`src/sv/pwmpa_pkg.sv`:
```
`timescale 1ns / 1ps
`default_nettype none

package pwmpa_pkg;

  // Sequencer states
  typedef enum logic [2:0] {
    ST_IDLE,
    ST_MAX,
    ST_CAP,
    ST_ALLOC,
    ST_CHECK,
    ST_RESP
  } state_t;

  // Modes of the shared step unit
  typedef enum logic [1:0] {
    MODE_MAX,
    MODE_CAP,
    MODE_ALLOC,
    MODE_CHECK
  } mode_t;

  // Operation codes
  localparam logic [2:0] OP_WRITE_DUTY  = 3'd0;
  localparam logic [2:0] OP_RECOMPUTE   = 3'd1;
  localparam logic [2:0] OP_CHECK_HALF  = 3'd2;
  localparam logic [2:0] OP_CHANGE_REQ  = 3'd3;
  localparam logic [2:0] OP_CHANGE_RST  = 3'd4;
  localparam logic [2:0] OP_READ_CHAN   = 3'd5;
  localparam logic [2:0] OP_READ_STATUS = 3'd6;

  // Configuration register indexes
  localparam logic [2:0] CFG_ACTIVE     = 3'd0;
  localparam logic [2:0] CFG_MIN_HALF   = 3'd1;
  localparam logic [2:0] CFG_MAX_HALF   = 3'd2;
  localparam logic [2:0] CFG_START_HALF = 3'd3;
  localparam logic [2:0] CFG_INDEP_MASK = 3'd4;

  // Status codes
  localparam logic [1:0] STATUS_NONE      = 2'd0;
  localparam logic [1:0] STATUS_SAME_FREQ = 2'd1;
  localparam logic [1:0] STATUS_RESTORE   = 2'd2;

  localparam logic [15:0] CHANGE_LIMIT = 16'd10;

  // Reset values
  localparam logic [2:0]  RST_ACTIVE       = 3'd4;
  localparam logic [14:0] RST_MIN_HALF     = 15'd1000;
  localparam logic [14:0] RST_MAX_HALF     = 15'd4000;
  localparam logic [15:0] RST_START_HALF   = 16'd2000;
  localparam logic [15:0] RST_START_PERIOD = 16'd4000;

  // Step unit operands
  typedef struct packed {
    mode_t       mode;
    logic [15:0] half;
    logic [15:0] top;
    logic [14:0] min_half;
    logic [14:0] max_half;
    logic [15:0] shared;
    logic        indep;
  } step_in_t;

  // Step unit results
  typedef struct packed {
    logic [15:0] top;
    logic [15:0] shared;
    logic [15:0] half;
    logic [15:0] period;
    logic        over_half;
  } step_out_t;

endpackage

`default_nettype wire

```
`src/sv/pwmpa_step_unit.sv`:
```
`timescale 1ns / 1ps
`default_nettype none

module pwmpa_step_unit (
  input  wire pwmpa_pkg::step_in_t  op_i,
  output pwmpa_pkg::step_out_t      res_o
);

  logic [15:0] floored;
  logic [15:0] capped;
  logic [16:0] even;
  logic [15:0] lim;
  logic [15:0] thr;

  always_comb begin
    // floor, cap, round-up-to-even and half/threshold terms
    floored = (op_i.half < {1'b0, op_i.min_half}) ? {1'b0, op_i.min_half} : op_i.half;
    capped  = (op_i.top > {1'b0, op_i.max_half}) ? {1'b0, op_i.max_half} : op_i.top;
    even    = {1'b0, capped} + {16'd0, capped[0]};
    lim     = op_i.shared >> 1;
    thr     = lim - 16'd2;

    res_o.top       = op_i.top;
    res_o.shared    = op_i.shared;
    res_o.half      = op_i.half;
    res_o.period    = op_i.shared;
    res_o.over_half = 1'b0;

    unique case (op_i.mode)
      pwmpa_pkg::MODE_MAX: begin
        res_o.top = (floored > op_i.top) ? floored : op_i.top;
      end
      pwmpa_pkg::MODE_CAP: begin
        // doubling wraps at 16 bits
        res_o.shared = {even[14:0], 1'b0};
      end
      pwmpa_pkg::MODE_ALLOC: begin
        if (op_i.indep) begin
          res_o.period = {op_i.half[14:0], 1'b0};
        end else begin
          res_o.period = op_i.shared;
          res_o.half   = (op_i.half > lim) ? lim : op_i.half;
        end
      end
      pwmpa_pkg::MODE_CHECK: begin
        res_o.over_half = (op_i.half >= thr);
      end
      default: begin
        res_o.top = op_i.top;
      end
    endcase
  end

endmodule

`default_nettype wire

```
`src/sv/multichannel_pwm_period_allocator_unit.sv`:
```
`timescale 1ns / 1ps
`default_nettype none

// Multichannel PWM period allocator.
// Input channel: a request (in_operation, in_channel, in_duty_value, in_change_in,
// in_converter_busy) is taken at a rising edge with start high and busy low.
// Every request produces exactly one result, shown for one cycle with out_valid.
// Configuration: cfg_valid/cfg_ready write channel, cfg_index selects the register,
// cfg_data carries the value; cfg_ready is always high. Write only while idle.
// Sequence from accept to out_valid, with n = min(active_channels, NUM_CHANNELS):
//   recompute (not busy): max walk over n channels, cap, allocate walk over n
//   check half duty:      one compare per channel
//   all other requests:   result step only
// One shared step unit serves every channel step, so the walks set the rate;
// busy stays high until the result cycle, when the next request may be taken.
// The receiver cannot stall: a result is lost if not taken in its cycle.
// Reset (rst_n low, synchronous) loads the register defaults, each channel
// half-period with 2000 and period with 4000, and clears shared period, flags, count
// and status. start_half_period is accepted but only matters at reset, where
// its default applies.
module multichannel_pwm_period_allocator_unit #(
  parameter int NUM_CHANNELS = 4
) (
  input  wire         clk,
  input  wire         rst_n,
  input  wire         start,
  output logic        busy,
  input  wire  [2:0]  in_operation,
  input  wire  [1:0]  in_channel,
  input  wire  [15:0] in_duty_value,
  input  wire         in_change_in,
  input  wire         in_converter_busy,
  output logic        out_valid,
  output logic [15:0] out_shared_period,
  output logic [15:0] out_channel_period,
  output logic [15:0] out_channel_half,
  output logic        out_channel_over_half,
  output logic        out_change_out,
  output logic [1:0]  out_status_code,
  input  wire         cfg_valid,
  output logic        cfg_ready,
  input  wire  [2:0]  cfg_index,
  input  wire  [14:0] cfg_data
);

  localparam int CW = (NUM_CHANNELS > 1) ? $clog2(NUM_CHANNELS) : 1;
  localparam int NW = $clog2(NUM_CHANNELS + 1);
  localparam int IW = ((CW > 2) ? CW : 2) + 1;

  // Sequencer and request registers
  pwmpa_pkg::state_t state_r, state_nxt;
  logic [CW-1:0]     idx_r, idx_nxt;
  logic [1:0]        ch_r, ch_nxt;
  logic              chg_r, chg_nxt;
  logic [1:0]        stat_r, stat_nxt;
  logic [15:0]       top_r, top_nxt;

  // Block state
  logic [15:0] shared_r, shared_nxt;
  logic [15:0] half_r   [NUM_CHANNELS];
  logic [15:0] half_nxt [NUM_CHANNELS];
  logic [15:0] period_r   [NUM_CHANNELS];
  logic [15:0] period_nxt [NUM_CHANNELS];
  logic        flag_r   [NUM_CHANNELS];
  logic        flag_nxt [NUM_CHANNELS];
  logic [15:0] cnt_r, cnt_nxt;
  logic [1:0]  pend_r, pend_nxt;

  // Configuration
  logic [2:0]  cfg_active_r;
  logic [14:0] cfg_min_r;
  logic [14:0] cfg_max_r;
  logic [3:0]  cfg_mask_r;

  // Result registers
  logic        out_valid_r, out_valid_nxt;
  logic [15:0] out_shared_r, out_shared_nxt;
  logic [15:0] out_period_r, out_period_nxt;
  logic [15:0] out_half_r, out_half_nxt;
  logic        out_over_r, out_over_nxt;
  logic        out_chg_r, out_chg_nxt;
  logic [1:0]  out_stat_r, out_stat_nxt;

  logic [NW-1:0]        live;
  logic                 last;
  logic                 accept;
  logic [CW-1:0]        rd_idx;
  logic [7:0]           mask8;
  pwmpa_pkg::step_in_t  step_in;
  pwmpa_pkg::step_out_t step_out;

  function automatic logic chan_ok(input logic [1:0] ch);
    chan_ok = IW'(ch) < IW'(NUM_CHANNELS);
  endfunction

  assign cfg_ready = 1'b1;
  assign busy      = (state_r != pwmpa_pkg::ST_IDLE);
  assign accept    = start && !busy;

  // Live channel count, capped at the channel count
  assign live = ({1'b0, cfg_active_r} > 4'(NUM_CHANNELS)) ? NW'(NUM_CHANNELS)
                                                            : NW'(cfg_active_r);
  assign last = (NW'(idx_r) + NW'(1)) == live;

  // One read port: walk index during sequences, request channel in the result step
  assign rd_idx = (state_r == pwmpa_pkg::ST_RESP) ? CW'(ch_r) : idx_r;
  assign mask8  = {4'd0, cfg_mask_r};

  // Shared step unit
  always_comb begin
    step_in.half     = half_r[rd_idx];
    step_in.top      = top_r;
    step_in.min_half = cfg_min_r;
    step_in.max_half = cfg_max_r;
    step_in.shared   = shared_r;
    step_in.indep    = mask8[3'(idx_r)];
    unique case (state_r)
      pwmpa_pkg::ST_CAP:   step_in.mode = pwmpa_pkg::MODE_CAP;
      pwmpa_pkg::ST_ALLOC: step_in.mode = pwmpa_pkg::MODE_ALLOC;
      pwmpa_pkg::ST_CHECK: step_in.mode = pwmpa_pkg::MODE_CHECK;
      default:             step_in.mode = pwmpa_pkg::MODE_MAX;
    endcase
  end

  pwmpa_step_unit u_step (
    .op_i  (step_in),
    .res_o (step_out)
  );

  // Sequencer: next state and datapath updates
  always_comb begin
    state_nxt      = state_r;
    idx_nxt        = idx_r;
    ch_nxt         = ch_r;
    chg_nxt        = chg_r;
    stat_nxt       = stat_r;
    top_nxt        = top_r;
    shared_nxt     = shared_r;
    half_nxt       = half_r;
    period_nxt     = period_r;
    flag_nxt       = flag_r;
    cnt_nxt        = cnt_r;
    pend_nxt       = pend_r;
    out_valid_nxt  = 1'b0;
    out_shared_nxt = out_shared_r;
    out_period_nxt = out_period_r;
    out_half_nxt   = out_half_r;
    out_over_nxt   = out_over_r;
    out_chg_nxt    = out_chg_r;
    out_stat_nxt   = out_stat_r;

    unique case (state_r)
      pwmpa_pkg::ST_IDLE: begin
        if (accept) begin
          ch_nxt    = in_channel;
          idx_nxt   = '0;
          top_nxt   = '0;
          chg_nxt   = 1'b0;
          stat_nxt  = pwmpa_pkg::STATUS_NONE;
          state_nxt = pwmpa_pkg::ST_RESP;
          unique case (in_operation)
            pwmpa_pkg::OP_WRITE_DUTY: begin
              if (chan_ok(in_channel)) begin
                half_nxt[CW'(in_channel)] = in_duty_value;
              end
            end
            pwmpa_pkg::OP_RECOMPUTE: begin
              if (!in_converter_busy) begin
                chg_nxt   = in_change_in;
                state_nxt = (live == '0) ? pwmpa_pkg::ST_CAP : pwmpa_pkg::ST_MAX;
              end
            end
            pwmpa_pkg::OP_CHECK_HALF: begin
              if (live != '0) begin
                state_nxt = pwmpa_pkg::ST_CHECK;
              end
            end
            pwmpa_pkg::OP_CHANGE_REQ: begin
              cnt_nxt = cnt_r + 16'd1;
              if (cnt_r + 16'd1 == pwmpa_pkg::CHANGE_LIMIT) begin
                pend_nxt = pwmpa_pkg::STATUS_SAME_FREQ;
              end
            end
            pwmpa_pkg::OP_CHANGE_RST: begin
              if (cnt_r >= pwmpa_pkg::CHANGE_LIMIT) begin
                cnt_nxt  = '0;
                pend_nxt = pwmpa_pkg::STATUS_RESTORE;
              end
            end
            pwmpa_pkg::OP_READ_STATUS: begin
              stat_nxt = pend_r;
              pend_nxt = pwmpa_pkg::STATUS_NONE;
            end
            default: begin
              // read channel and the unused code change nothing
              state_nxt = pwmpa_pkg::ST_RESP;
            end
          endcase
        end
      end
      pwmpa_pkg::ST_MAX: begin
        top_nxt = step_out.top;
        if (last) begin
          idx_nxt   = '0;
          state_nxt = pwmpa_pkg::ST_CAP;
        end else begin
          idx_nxt = idx_r + CW'(1);
        end
      end
      pwmpa_pkg::ST_CAP: begin
        shared_nxt = step_out.shared;
        state_nxt  = (live == '0) ? pwmpa_pkg::ST_RESP : pwmpa_pkg::ST_ALLOC;
      end
      pwmpa_pkg::ST_ALLOC: begin
        half_nxt[idx_r]   = step_out.half;
        period_nxt[idx_r] = step_out.period;
        if (last) begin
          state_nxt = pwmpa_pkg::ST_RESP;
        end else begin
          idx_nxt = idx_r + CW'(1);
        end
      end
      pwmpa_pkg::ST_CHECK: begin
        flag_nxt[idx_r] = step_out.over_half;
        if (last) begin
          state_nxt = pwmpa_pkg::ST_RESP;
        end else begin
          idx_nxt = idx_r + CW'(1);
        end
      end
      pwmpa_pkg::ST_RESP: begin
        out_valid_nxt  = 1'b1;
        out_shared_nxt = shared_r;
        out_chg_nxt    = chg_r;
        out_stat_nxt   = stat_r;
        if (chan_ok(ch_r)) begin
          out_period_nxt = period_r[rd_idx];
          out_half_nxt   = half_r[rd_idx];
          out_over_nxt   = flag_r[rd_idx];
        end else begin
          out_period_nxt = '0;
          out_half_nxt   = '0;
          out_over_nxt   = 1'b0;
        end
        state_nxt = pwmpa_pkg::ST_IDLE;
      end
      default: begin
        state_nxt = pwmpa_pkg::ST_IDLE;
      end
    endcase
  end

  // State register
  always_ff @(posedge clk) begin
    if (!rst_n) begin
      state_r     <= pwmpa_pkg::ST_IDLE;
      out_valid_r <= 1'b0;
    end else begin
      state_r     <= state_nxt;
      out_valid_r <= out_valid_nxt;
    end
  end

  // Block state with reset values
  always_ff @(posedge clk) begin
    if (!rst_n) begin
      shared_r <= '0;
      cnt_r    <= '0;
      pend_r   <= pwmpa_pkg::STATUS_NONE;
      for (int i = 0; i < NUM_CHANNELS; i++) begin
        half_r[i]   <= pwmpa_pkg::RST_START_HALF;
        period_r[i] <= pwmpa_pkg::RST_START_PERIOD;
        flag_r[i]   <= 1'b0;
      end
    end else begin
      shared_r <= shared_nxt;
      cnt_r    <= cnt_nxt;
      pend_r   <= pend_nxt;
      half_r   <= half_nxt;
      period_r <= period_nxt;
      flag_r   <= flag_nxt;
    end
  end

  // Payload registers
  always_ff @(posedge clk) begin
    idx_r        <= idx_nxt;
    ch_r         <= ch_nxt;
    chg_r        <= chg_nxt;
    stat_r       <= stat_nxt;
    top_r        <= top_nxt;
    out_shared_r <= out_shared_nxt;
    out_period_r <= out_period_nxt;
    out_half_r   <= out_half_nxt;
    out_over_r   <= out_over_nxt;
    out_chg_r    <= out_chg_nxt;
    out_stat_r   <= out_stat_nxt;
  end

  // Configuration writes; start half-period only acts through its reset default
  always_ff @(posedge clk) begin
    if (!rst_n) begin
      cfg_active_r <= pwmpa_pkg::RST_ACTIVE;
      cfg_min_r    <= pwmpa_pkg::RST_MIN_HALF;
      cfg_max_r    <= pwmpa_pkg::RST_MAX_HALF;
      cfg_mask_r   <= '0;
    end else if (cfg_valid && cfg_ready) begin
      unique case (cfg_index)
        pwmpa_pkg::CFG_ACTIVE:     cfg_active_r <= cfg_data[2:0];
        pwmpa_pkg::CFG_MIN_HALF:   cfg_min_r    <= cfg_data;
        pwmpa_pkg::CFG_MAX_HALF:   cfg_max_r    <= cfg_data;
        pwmpa_pkg::CFG_START_HALF: cfg_mask_r   <= cfg_mask_r;
        pwmpa_pkg::CFG_INDEP_MASK: cfg_mask_r   <= cfg_data[3:0];
        default:                   cfg_mask_r   <= cfg_mask_r;
      endcase
    end
  end

  assign out_valid             = out_valid_r;
  assign out_shared_period     = out_shared_r;
  assign out_channel_period    = out_period_r;
  assign out_channel_half      = out_half_r;
  assign out_channel_over_half = out_over_r;
  assign out_change_out        = out_chg_r;
  assign out_status_code       = out_stat_r;

endmodule

`default_nettype wire
```
`config.mk`:
```
export PLATFORM = sky130hd
export DESIGN_NAME = multichannel_pwm_period_allocator_unit
export DESIGN_NICKNAME = d
export VERILOG_FILES = /design/src/sv/pwmpa_pkg.sv /design/src/sv/pwmpa_step_unit.sv /design/src/sv/multichannel_pwm_period_allocator_unit.sv
export SDC_FILE = /design/constraint.sdc
export NUM_CORES = 1
export LEC_CHECK = 0
export BUFFER_PORTS_ARGS = -buffer_cell sky130_fd_sc_hd__buf_4
export CAP_MARGIN = 20
export CORE_UTILIZATION = 41
export DETAILED_ROUTE_END_ITERATION = 6
export SLEW_MARGIN = 40
export SYNTH_ARGS = -nofsm -noshare
export SYNTH_HDL_FRONTEND = slang
export SYNTH_SLANG_ARGS = --single-unit
```
`constraint.sdc`:
```
create_clock -name clk -period 5.8 [get_ports clk]
set_input_delay 0.87 -clock clk [delete_from_list [all_inputs] [get_ports clk]]
set_output_delay 0.87 -clock clk [all_outputs]
set_load 0.005 [all_outputs]
```
==> qor.yml, run 1 <==
logic_synthesis:
  yosysMostFrequentCell: "dfxtp_1"
  ys_async_sr_fraction_pct: 0
  ys_seq_area_share_pct: 41.5
  synth_ff_type: "dfxtp_1"
  avgSynthCellArea_um2: 9.37
  syn_inst: 1593
  syn_area_mm2: 0.0149
  synth_seq_cells: 273
  ys_warn_count: 0
  yosysUniqueCellTypes: 69
  synth-edff-count: 72
  synth_top_area_share_pct: 27.0
  synth_largest_area_cell: "dfxtp_1"
  yosys-top-cells-area: "dfxtp_1 (27%), edfxtp_1 (14%), ha_1 (7.0%)"
  synthTopCellsByCount: "dfxtp_1 (201), a21oi_1 (160), nand2_1 (149)"
placed_design:
  io_buffers: 95
  place_area_mm2: 0.0162
  gp_congestion: 0.900
  dp_hpwl_um: 33300
power_and_ir_drop:
  switchingPower_mw: 2.18
  p_int_mw: 4.18
  ir_worst_vdd_uv: 226
  clock_power_share_pct: 31.6
  power_switching_share_pct: 34.2
  p_seq_share_pct: 35.9
  p_leak_nw: 6.64
  pwr-share-comb_pct: 32.5
  power.density_mw_per_mm2: 369
cts:
  cts_tree: "built"
  clock_latency_ps: 520
  cts_buffers: 34
  cts_resized: 0
  cts.sinks: 273
  htreeDepth: 2
  clock_path_buffers: 3
  hold_buffers: 0
  clockRootBuffer: "clkbuf_16"
  clk_pin_slew_ps: 50
  cts_setup_buffers: 0
sta:
  drv_slew: 0
  skew_ps: 15.4
  finalHoldViolCount: 0
  fin_crit_sh_pct: 95.0
  rsz0062_at_grt: "false"
  clock.fmax_mhz: 181
  worstMarginPinSlew_ps: 791
  fin_crit_ps: 5510
  final-setup-viol-count: 0
  setup_tns_ps: 0
  slew-limit-headroom_pct: 45.9
  hold_ws_ps: 428
setup_path:
  critPathArrivalTime_ps: 5770
  crit_path_end_kind: "flop"
  r2r-start: "state_r[1]"
  timing.critical_path.to: "top_r[9]"
  worstSetupPathType: "flop to flop"
  path_max_fanout: 16
  rrSetupSlack_ps: 290
  timing.rr.end: "top_r[9]"
  required_ps: 6060
  cp-start-kind: "flop"
  ff2ff_path_depth: 21
  cp-startpoint: "state_r[1]"
flow_run:
  maxCapViolations: 0
cells_and_area:
  diodes: 0
  nFillCells: 3340
  design_area_mm2: 0.0172
  drive_gt1_share_pct: 15.1
  syn2layout_area_growth_pct: 15.4
  fin_nets: 1800
die:
  dieArea_mm2: 0.0372
  coreArea_mm2: 0.0357
  rows: 69
  die_y_um: 193
  ios: 100
  die_width_um: 193
  floorplan.initialDensity_pct: 41.8
global_route:
  grt_pass1_vias: 12500
  overflow: 0
  grt_max_degree: 94
  antenna_found_initial: 0
  grt_pass1_wl_um: 73800
  grt_util_all_layers_pct: 26.0
routing:
  dr_total_vias: 12900
  drt-initial-drc-count: 1345
  ant_nets: 0
  finalWirelength_um: 47300
  remaining_drc_errors: 19
  dr.pass1.iters: 7
  routed_via_density: 5.96
  detail_route.wl_per_cell_um: 21.9
status:
  violations: "DRC"
  status: "finished, violations left"
worst_hold_path:
  hold_path_class: "flop to flop"
power by group through the flow:
stage / Sequential (mW) / Clock, mW / Combinational [mW]
3_5_place_dp: 2.32 / 0 / 2.03
2_1_floorplan: 2.28 / 0 / 1.47
6_report: 2.28 / 2.01 / 2.06
3_3_place_gp: 2.32 / 0 / 1.99
4_1_cts: 2.28 / 2.04 / 2.04
5_1_grt: 2.30 / 2.12 / 2.27
routing by layer:
layer / share of wire [%] / GRT usage [%] / vias to the layer above
li1: - / - / 6042
met1: 43 / 35.0 / 6151
met2: 46 / 41.8 / 574
met3: 6.9 / 4.27 / 105
met4: 3.3 / 9.30 / 0
met5: 0 / 0 / -
state kept, by name (all words and copies together) (netlist names), 2 cells and up:
name / count
cfg_active_r: 3
ch_r: 2
period_r: 60
half_r: 64
cnt_r: 16
stat_r: 2
cfg_max_r: 15
out_channel_half: 16
cfg_min_r: 15
out_shared_period: 14
out_channel_period: 15
flag_r: 4
cfg_mask_r: 4
state_r: 3
shared_r: 14
top_r: 16
idx_r: 2
out_status_code: 2
pend_r: 2
worst min-delay path by stage:
stage	cells after the start	from	endpoint	slack [ps]
after detailed placement	0	stat_r[0]	out_status_code[0]	410
after global routing	0	stat_r[1]	out_status_code[1]	450
after global placement	0	stat_r[0]	out_status_code[0]	400
after CTS	0	stat_r[1]	out_status_code[1]	430
after floorplan	0	chg_r	out_change_out	400
final	0	stat_r[1]	out_status_code[1]	430
cells in the final DEF (no fill, tap or decap), types with 29 or more instances in the layout:
| cell type | count |
|---|---|
| buf_4 | 135 |
| a221oi_1 | 29 |
| nor2_1 | 106 |
| inv_1 | 70 |
| o21ai_0 | 113 |
| a211oi_1 | 42 |
| dfxtp_1 | 201 |
| nand2_1 | 146 |
| mux4_2 | 31 |
| clkbuf_16 | 35 |
| mux2i_1 | 40 |
| nor3_1 | 29 |
| o211ai_1 | 40 |
| edfxtp_1 | 72 |
| a21oi_1 | 159 |
| nand3_1 | 43 |
| ha_1 | 83 |
| xnor2_1 | 42 |
worst max-delay path, cell delays in order (launching register included):
cell,delay [ps]
dfxtp_1,300
and3b_2,330
mux2i_4,600
buf_4,310
mux4_2,360
ha_1,310
nand2_1,90
nor3_1,60
and3_1,190
a221oi_1,270
o2111ai_1,170
a41o_1,330
buf_4,240
mux2_4,320
ha_1,290
o21a_1,110
o21a_1,160
o21a_1,160
o211ai_1,160
a21boi_0,110
o22a_1,180
buf_4,200
cell families after synthesis:
family | Yosys count | synth area share [%]
simple gates | 448 | 14.3
buf+inv | 168 | 4.70
flops | 273 | 41.5
xor+xnor | 43 | 2.52
other cells | 2 | 0.0503
mux | 88 | 9.02
fa+ha+maj | 83 | 6.96
compound gates | 488 | 21.0
area by class of cell:
type	instances	area, µm²	share of cell area [%]
multi-input combinational	1154	8090	47.0
clock buffer	50	962	5.59
inverter	72	272	1.58
timing repair buffer	137	1040	6.07
tap	461	577	3.35
sequential	273	6190	35.9
clock inverter	11	88.8	0.516
stage by stage:
| stage | worst slack, ps | power (mW) | util, % | cells |
|---|---|---|---|---|
| after floorplan | 2.59 | 3.74 | - | 1595 |
| after global placement | 403 | 4.31 | 45.3 | 2097 |
| after detailed placement | 358 | 4.35 | 45.3 | 2097 |
| after CTS | 318 | 6.37 | 48.2 | 2158 |
| after global routing | 21.4 | 6.69 | 48.3 | 2158 |
| final | 289 | 6.36 | 48.3 | 2158 |
No activity file was read; power rests on OpenSTA's default activity.
==> run 2: changes to the inputs <==
==> constraint.sdc (replaced) <==
create_clock -name clk -period 5.9 [get_ports clk]
set_input_delay 0 -clock clk [delete_from_list [all_inputs] [get_ports clk]]
set_output_delay 0 -clock clk [all_outputs]
set_load 0.005 [all_outputs]
==> run 2 against run 1 <==
The run still ends with DRC left. Sequential cell count stayed put. Register-to-register slack better by 130 ps. Combinational power hardly changed. Sequential power is 2% lower. Largest power group unchanged.
==> qor.yml, run 2 (synthesis gave the netlist of run 1 again) <==
cells_and_area:
  design_area_mm2: 0.0179  # was 0.0172 mm²
  largest_reg_flops: 64  # unchanged
  mostFrequentLayoutCells: "dfxtp_1 (201), a21oi_1 (159), nand2_1 (143), buf_4 (131), o21ai_0 (113)"  # was dfxtp_1 (201), a21oi_1 (159), nand2_1 (146), buf_4 (135), o21ai_0 (113)
  reg_top3: "half_r: 64 flops, period_r: 60 flops"  # unchanged
  fin_cells: 2214  # was 2158
  drive_gt1_share_pct: 15.1  # about the same
  fin_util_pct: 50.2  # was 48.3%
  syn2layout_area_growth_pct: 20.0  # was 15.4%
  nFillCells: 3310  # was 3340
  diodes: 0  # unchanged
  fin_nets: 1857  # was 1800
  top_register: "half_r"  # unchanged
  mostFrequentLayoutCell: "dfxtp_1"  # unchanged
routing:
  dr.max_layer_used: "met4"  # unchanged
  drt-initial-drc-count: 1131  # was 1345
  wl_met3_um: 3770  # was 3280 µm
  dr.pass1.iters: 7  # unchanged
  remaining_drc_errors: 18  # was 19
  detail_route.wl_per_cell_um: 21.4  # was 21.9 µm
  ant_nets: 0  # unchanged
  met1_length_um: 19600  # was 20600 µm
  dr_total_vias: 13000  # was 12900
  finalWirelength_um: 47400  # was 47300 µm
  routed_via_density: 5.88  # was 5.96
  met2_length_um: 22000  # was 21900 µm
die:
  dieArea_mm2: 0.0372  # unchanged
  die_width_um: 193  # unchanged
  coreArea_mm2: 0.0357  # unchanged
  die_y_um: 193  # unchanged
  floorplan.initialDensity_pct: 41.8  # unchanged
  ios: 100  # unchanged
  rows: 69  # unchanged
worst_hold_path:
  hold_path_startpoint: "in_converter_busy"  # was stat_r[1]
  hold_path_class: "primary input to flop"  # was flop to flop
sta:
  clock.fmax_mhz: 182  # was 181 MHz
  worstMarginPinSlew_ps: 884  # was 791 ps
  finalHoldViolCount: 0  # unchanged
  setup_tns_ps: 0  # unchanged
  slew-limit-headroom_pct: 40.7  # was 45.9%
  drv_slew: 0  # unchanged
  final-setup-viol-count: 0  # unchanged
  rsz0062_at_grt: "false"  # unchanged
  skew_ps: 17.3  # was 15.4 ps
  fin_crit_sh_pct: 92.9  # was 95.0%
  hold_ws_ps: 40.2  # was 428 ps
  fin_crit_ps: 5480  # was 5510 ps
setup_path:
  worstSetupPathType: "flop to flop"  # unchanged
  cp-start-kind: "flop"  # unchanged
  cp-startpoint: "state_r[1]"  # unchanged
  crit_path_end_kind: "flop"  # unchanged
  critPathBufInv: 2  # was 3
  cp_cell_sequence: "and3b_2 > mux2i_4 > buf_12 > mux4_2 > ha_1 > a21o_1 > a21o_1 > a221o_1 > nand2_1 > o2111ai_1 > a41o_1 > buf_4 > mux2_4 > ha_1 > o21a_1 > o21a_1 > o21a_1 > o211ai_1 > a21boi_0 > o22a_2"  # was and3b_2 > mux2i_4 > buf_4 > mux4_2 > ha_1 > nand2_1 > nor3_1 > and3_1 > a221oi_1 > o2111ai_1 > a41o_1 > buf_4 > mux2_4 > ha_1 > o21a_1 > o21a_1 > o21a_1 > o211ai_1 > a21boi_0 > o22a_1 > buf_4
  cp_top_family: "compound AO/OA/AOI/OAI gates"  # unchanged
  critPathArrivalTime_ps: 5760  # was 5770 ps
  cp_common_cell: "o21a_1"
  max_stage_delay_ps: 560  # was 600 ps
  required_ps: 6180  # was 6060 ps
  r2r-start: "state_r[1]"  # unchanged
  crit_slowest_cell: "mux4_2"  # was mux2i_4
  path_max_fanout: 33  # was 16
placed_design:
  place_area_mm2: 0.0161  # was 0.0162 mm²
  gp_congestion: 0.901  # was 0.900
  dp.cells: 2094  # was 2097
  dp_hpwl_um: 33200  # was 33300 µm
  io_buffers: 95  # unchanged
global_route:
  antenna_found_initial: 0  # unchanged
  grt_max_degree: 94  # unchanged
  grt_util_all_layers_pct: 25.8  # was 26.0%
  overflow: 0  # unchanged
  grt_pass1_wl_um: 73600  # was 73800 µm
  grt_pass1_vias: 12800  # was 12500
cts:
  cts_tree: "built"  # unchanged
  cts.sinks: 273  # unchanged
  clk_pin_slew_ps: 60  # was 50 ps
  clock_path_buffers: 3  # unchanged
  cts_buffers: 31  # was 34
  clock_latency_ps: 580  # was 520 ps
  htreeDepth: 1  # was 2
  clockRootBuffer: "clkbuf_16"  # unchanged
flow_run:
  maxCapViolations: 0  # unchanged
status:
  status: "finished, violations left"  # unchanged
  violations: "DRC"  # unchanged
power_and_ir_drop:
  p_leak_nw: 6.88  # was 6.64 nW
  ir_worst_vdd_uv: 234  # was 226 µV
  power.density_mw_per_mm2: 358  # was 369 mW/mm²
-- run 2: cell types whose count changed in the layout (fill, tap and decap cells not counted), sizes merged --
cell / delta
dlygate4sd3: +63
clkbuf: -16
buf: -3
clkinv: +1
bufinv: +5
clkinvlp: +6
-- run 2: path summary, 6_finish.rpt --
check                           cells past startpoint                 end  slack (ps)
worst min-delay path                                5          state_r[0]          40
worst min register to register                      0  out_status_code[0]         420
worst max register to register                     20            top_r[4]         420
worst max-delay path                               20            top_r[4]         420
-- run 2: per-layer routing --
layer,track usage (%),vias up
met5,0,-
met4,11.4,0
met3,5.26,107
met2,42.3,569
met1,32.6,6177
li1,-,6159
-- run 2: timing repair --
action | in CTS | in global routing
gates resized for setup | 0 | 1
hold endpoints to repair | 118 | 0
hold buffers | 63 | 0
setup endpoints to repair | 0 | 16
setup buffers | 0 | 0
-- run 2: final cells by class --
cell class              count  area, µm²  share of cell area [%]
repair buffers            197       1670                    9.30
clock buffers              34        818                    4.57
inverters                  72        272                    1.52
clock inverters            23        290                    1.62
multi-input cells        1154       8090                    45.2
well taps                 461        577                    3.22
flip-flops and latches    273       6190                    34.6
-- run 2: report_power, final --
group | switching [mW] | internal, mW | leakage [nW]
combinational | 1.23 | 0.843 | 4.08
sequential | 0.119 | 2.12 | 2.27
clock | 0.836 | 1.26 | 0.528
-- run 2: worst register-to-register path, stage by stage, from the launching register on --
cell	delay, ps
dfxtp_1	300
and3b_2	330
mux2i_4	270
buf_12	270
mux4_2	580
ha_1	310
a21o_1	160
a21o_1	170
a221o_1	340
nand2_1	70
o2111ai_1	130
a41o_1	330
buf_4	240
mux2_4	320
ha_1	300
o21a_1	120
o21a_1	160
o21a_1	170
o211ai_1	160
a21boi_0	110
o22a_2	370
-- run 2: stage by stage --
stage	total power, mW	setup slack, ps
after floorplan	3.68	103
after global placement	4.24	276
after detailed placement	4.28	221
after CTS	6.41	213
after global routing	6.74	116
final	6.41	417
==> run 3: changes to the inputs <==
--- a/config.mk
+++ b/config.mk
@@ -9,6 +9,7 @@
 export CAP_MARGIN = 20
 export CORE_UTILIZATION = 41
 export DETAILED_ROUTE_END_ITERATION = 6
+export MAX_ROUTING_LAYER = met4
 export SLEW_MARGIN = 40
 export SYNTH_ARGS = -nofsm -noshare
 export SYNTH_HDL_FRONTEND = slang
==> run 3 against run 2 <==
The flow still finishes with violations (DRC). Routed wire length up 0.12%. Clock power decreased by 5%. Critical endpoint unchanged. Cell area shrank 0.82%.
==> qor.yml, run 3 (synthesis gave the netlist of run 1 again) <==
sta:
  slew-limit-headroom_pct: 46.1  # was 40.7%
  finalHoldViolCount: 0  # unchanged
  fin_crit_sh_pct: 95.2  # was 92.9%
  setup_tns_ps: 0  # unchanged
  hold_ws_ps: 24.3  # was 40.2 ps
  final-setup-viol-count: 0  # unchanged
  fin_crit_ps: 5620  # was 5480 ps
  skew_ps: 12.2  # was 17.3 ps
  worstMarginPinSlew_ps: 803  # was 884 ps
  rsz0062_at_grt: "false"  # unchanged
  drv_slew: 0  # unchanged
  fin_ws_ps: 285  # was 417 ps
  clock.fmax_mhz: 178  # was 182 MHz
routing:
  dr_total_vias: 13000  # about the same
  drt-initial-drc-count: 1076  # was 1131
  routed_via_density: 5.87  # was 5.88
  finalWirelength_um: 47500  # was 47400 µm
  dr.pass1.iters: 7  # unchanged
  detail_route.wl_per_cell_um: 21.5  # was 21.4 µm
  remaining_drc_errors: 18  # unchanged
  ant_nets: 0  # unchanged
cells_and_area:
  top_register: "half_r"  # unchanged
  fin_nets: 1850  # was 1857
  syn2layout_area_growth_pct: 19.0  # was 20.0%
  reg_top3: "half_r: 64 flops, period_r: 60 flops"  # unchanged
  nFillCells: 3313  # was 3310
  diodes: 0  # unchanged
  fin_cells: 2206  # was 2214
  largest_reg_flops: 64  # unchanged
  mostFrequentLayoutCell: "dfxtp_1"  # unchanged
  drive_gt1_share_pct: 14.8  # was 15.1%
  mostFrequentLayoutCells: "dfxtp_1 (201), a21oi_1 (159), nand2_1 (143), buf_4 (134), o21ai_0 (113)"  # was dfxtp_1 (201), a21oi_1 (159), nand2_1 (143), buf_4 (131), o21ai_0 (113)
cts:
  htreeDepth: 1  # unchanged
  clock_latency_ps: 570  # was 580 ps
  cts_buffers: 31  # unchanged
  cts_tree: "built"  # unchanged
  cts.sinks: 273  # unchanged
  clk_pin_slew_ps: 60  # about the same
  clockRootBuffer: "clkbuf_16"  # unchanged
  cts_resized: 0  # unchanged
  clock_path_buffers: 3  # unchanged
status:
  violations: "DRC"  # unchanged
  status: "finished, violations left"  # unchanged
power_and_ir_drop:
  power.total_mw: 6.32  # was 6.41 mW
  p_leak_nw: 6.85  # was 6.88 nW
  power.density_mw_per_mm2: 356  # was 358 mW/mm²
  ir_worst_vdd_uv: 243  # was 234 µV
global_route:
  grt_pass1_wl_um: 73300  # was 73600 µm
  antenna_found_initial: 0  # unchanged
  grt_pass1_vias: 12600  # was 12800
  overflow: 0  # unchanged
  grt_max_degree: 79  # was 94
  grt_util_all_layers_pct: 26.5  # was 25.8%
placed_design:
  dp_hpwl_um: 33600  # was 33200 µm
  gp_congestion: 0.932  # was 0.901
  pre_cts_slack_ps: 280  # was 221 ps
  io_buffers: 95  # unchanged
  dp.cells: 2092  # was 2094
setup_path:
  path_max_fanout: 33  # unchanged
  worstSetupPathType: "flop to flop"  # unchanged
  rrSetupSlack_ps: 280  # was 420 ps
  r2r-start: "state_r[1]"  # unchanged
  cp-start-kind: "flop"  # unchanged
  required_ps: 6200  # was 6180 ps
  crit_path_end_kind: "flop"  # unchanged
  timing.rr.end: "top_r[4]"  # unchanged
  ff2ff_path_depth: 21  # was 20
  critPathArrivalTime_ps: 5920  # was 5760 ps
worst_hold_path:
  hold_path_class: "primary input to flop"  # unchanged
  hold_path_startpoint: "in_converter_busy"  # unchanged
  min_to: "state_r[0]"  # unchanged
  hold_depth: 5  # unchanged
die:
  die_width_um: 193  # unchanged
  die_y_um: 193  # unchanged
  dieArea_mm2: 0.0372  # unchanged
  coreArea_mm2: 0.0357  # unchanged
  rows: 69  # unchanged
  ios: 100  # unchanged
  floorplan.initialDensity_pct: 41.8  # unchanged
flow_run:
  maxCapViolations: 0  # unchanged
==> run 3: final cells by class <==
type	count	area (µm²)	area share [%]
multi-input cells	1154	8090	45.6
flip-flops and latches	273	6190	34.8
repair buffers	190	1590	8.94
clock buffers	37	808	4.55
well taps	461	577	3.25
inverters	72	272	1.53
clock inverters	19	233	1.31
==> run 3: per-layer routing <==
layer	global-route usage (%)	part of all wire (%)	up-vias
met5	-	0	-
met4	8.63	3.0	0
met3	3.91	6.5	96
met2	42.3	47	512
met1	34.3	44	6217
li1	-	-	6131
==> run 3: worst max-delay path by stage <==
stage                     startpoint        end  slack [ps]  cells past startpoint
after floorplan           state_r[0]   top_r[0]         100                     23
after global placement    state_r[1]  top_r[12]         330                     20
after detailed placement  state_r[1]   top_r[9]         280                     21
after CTS                 state_r[1]   top_r[1]         250                     20
after global routing      state_r[1]   top_r[8]           2                     22
final                     state_r[1]   top_r[4]         280                     21
==> run 3: critical path: stages (launching register included) <==
cell and delay [ps]:
dfxtp_1 310, and3b_2 400, mux2i_4 300, buf_12 270, mux4_2 680, ha_1 340
nand2_1 80, nor3_1 50, and3_1 190, a221oi_1 260, o2111ai_1 160, a41o_1 330
buf_4 250, mux2_4 330, ha_1 290, o21a_1 110, o21a_1 160, o21a_1 160
o211ai_1 150, a21boi_0 100, o22a_1 180, buf_4 200
==> run 3: report_power, final <==
group	switching, mW	total, mW	leakage (nW)	internal, mW
Clock	0.800	1.99	0.508	1.19
Sequential	0.125	2.24	2.27	2.12
Combinational	1.23	2.09	4.07	0.861
==> run 3: stage by stage <==
stage | instance area, µm² | util, %
after floorplan | 14900 | -
after global placement | 16100 | 45.1
after detailed placement | 16100 | 45.2
after CTS | 17700 | 49.6
after global routing | 17800 | 49.8
final | 17800 | 49.8
==> run 3: what timing repair did <==
action,4_1_cts,5_1_grt
endpoints found under the hold margin,140,0
hold buffers,53,0
setup endpoints to repair,0,16
buffers inserted,0,5
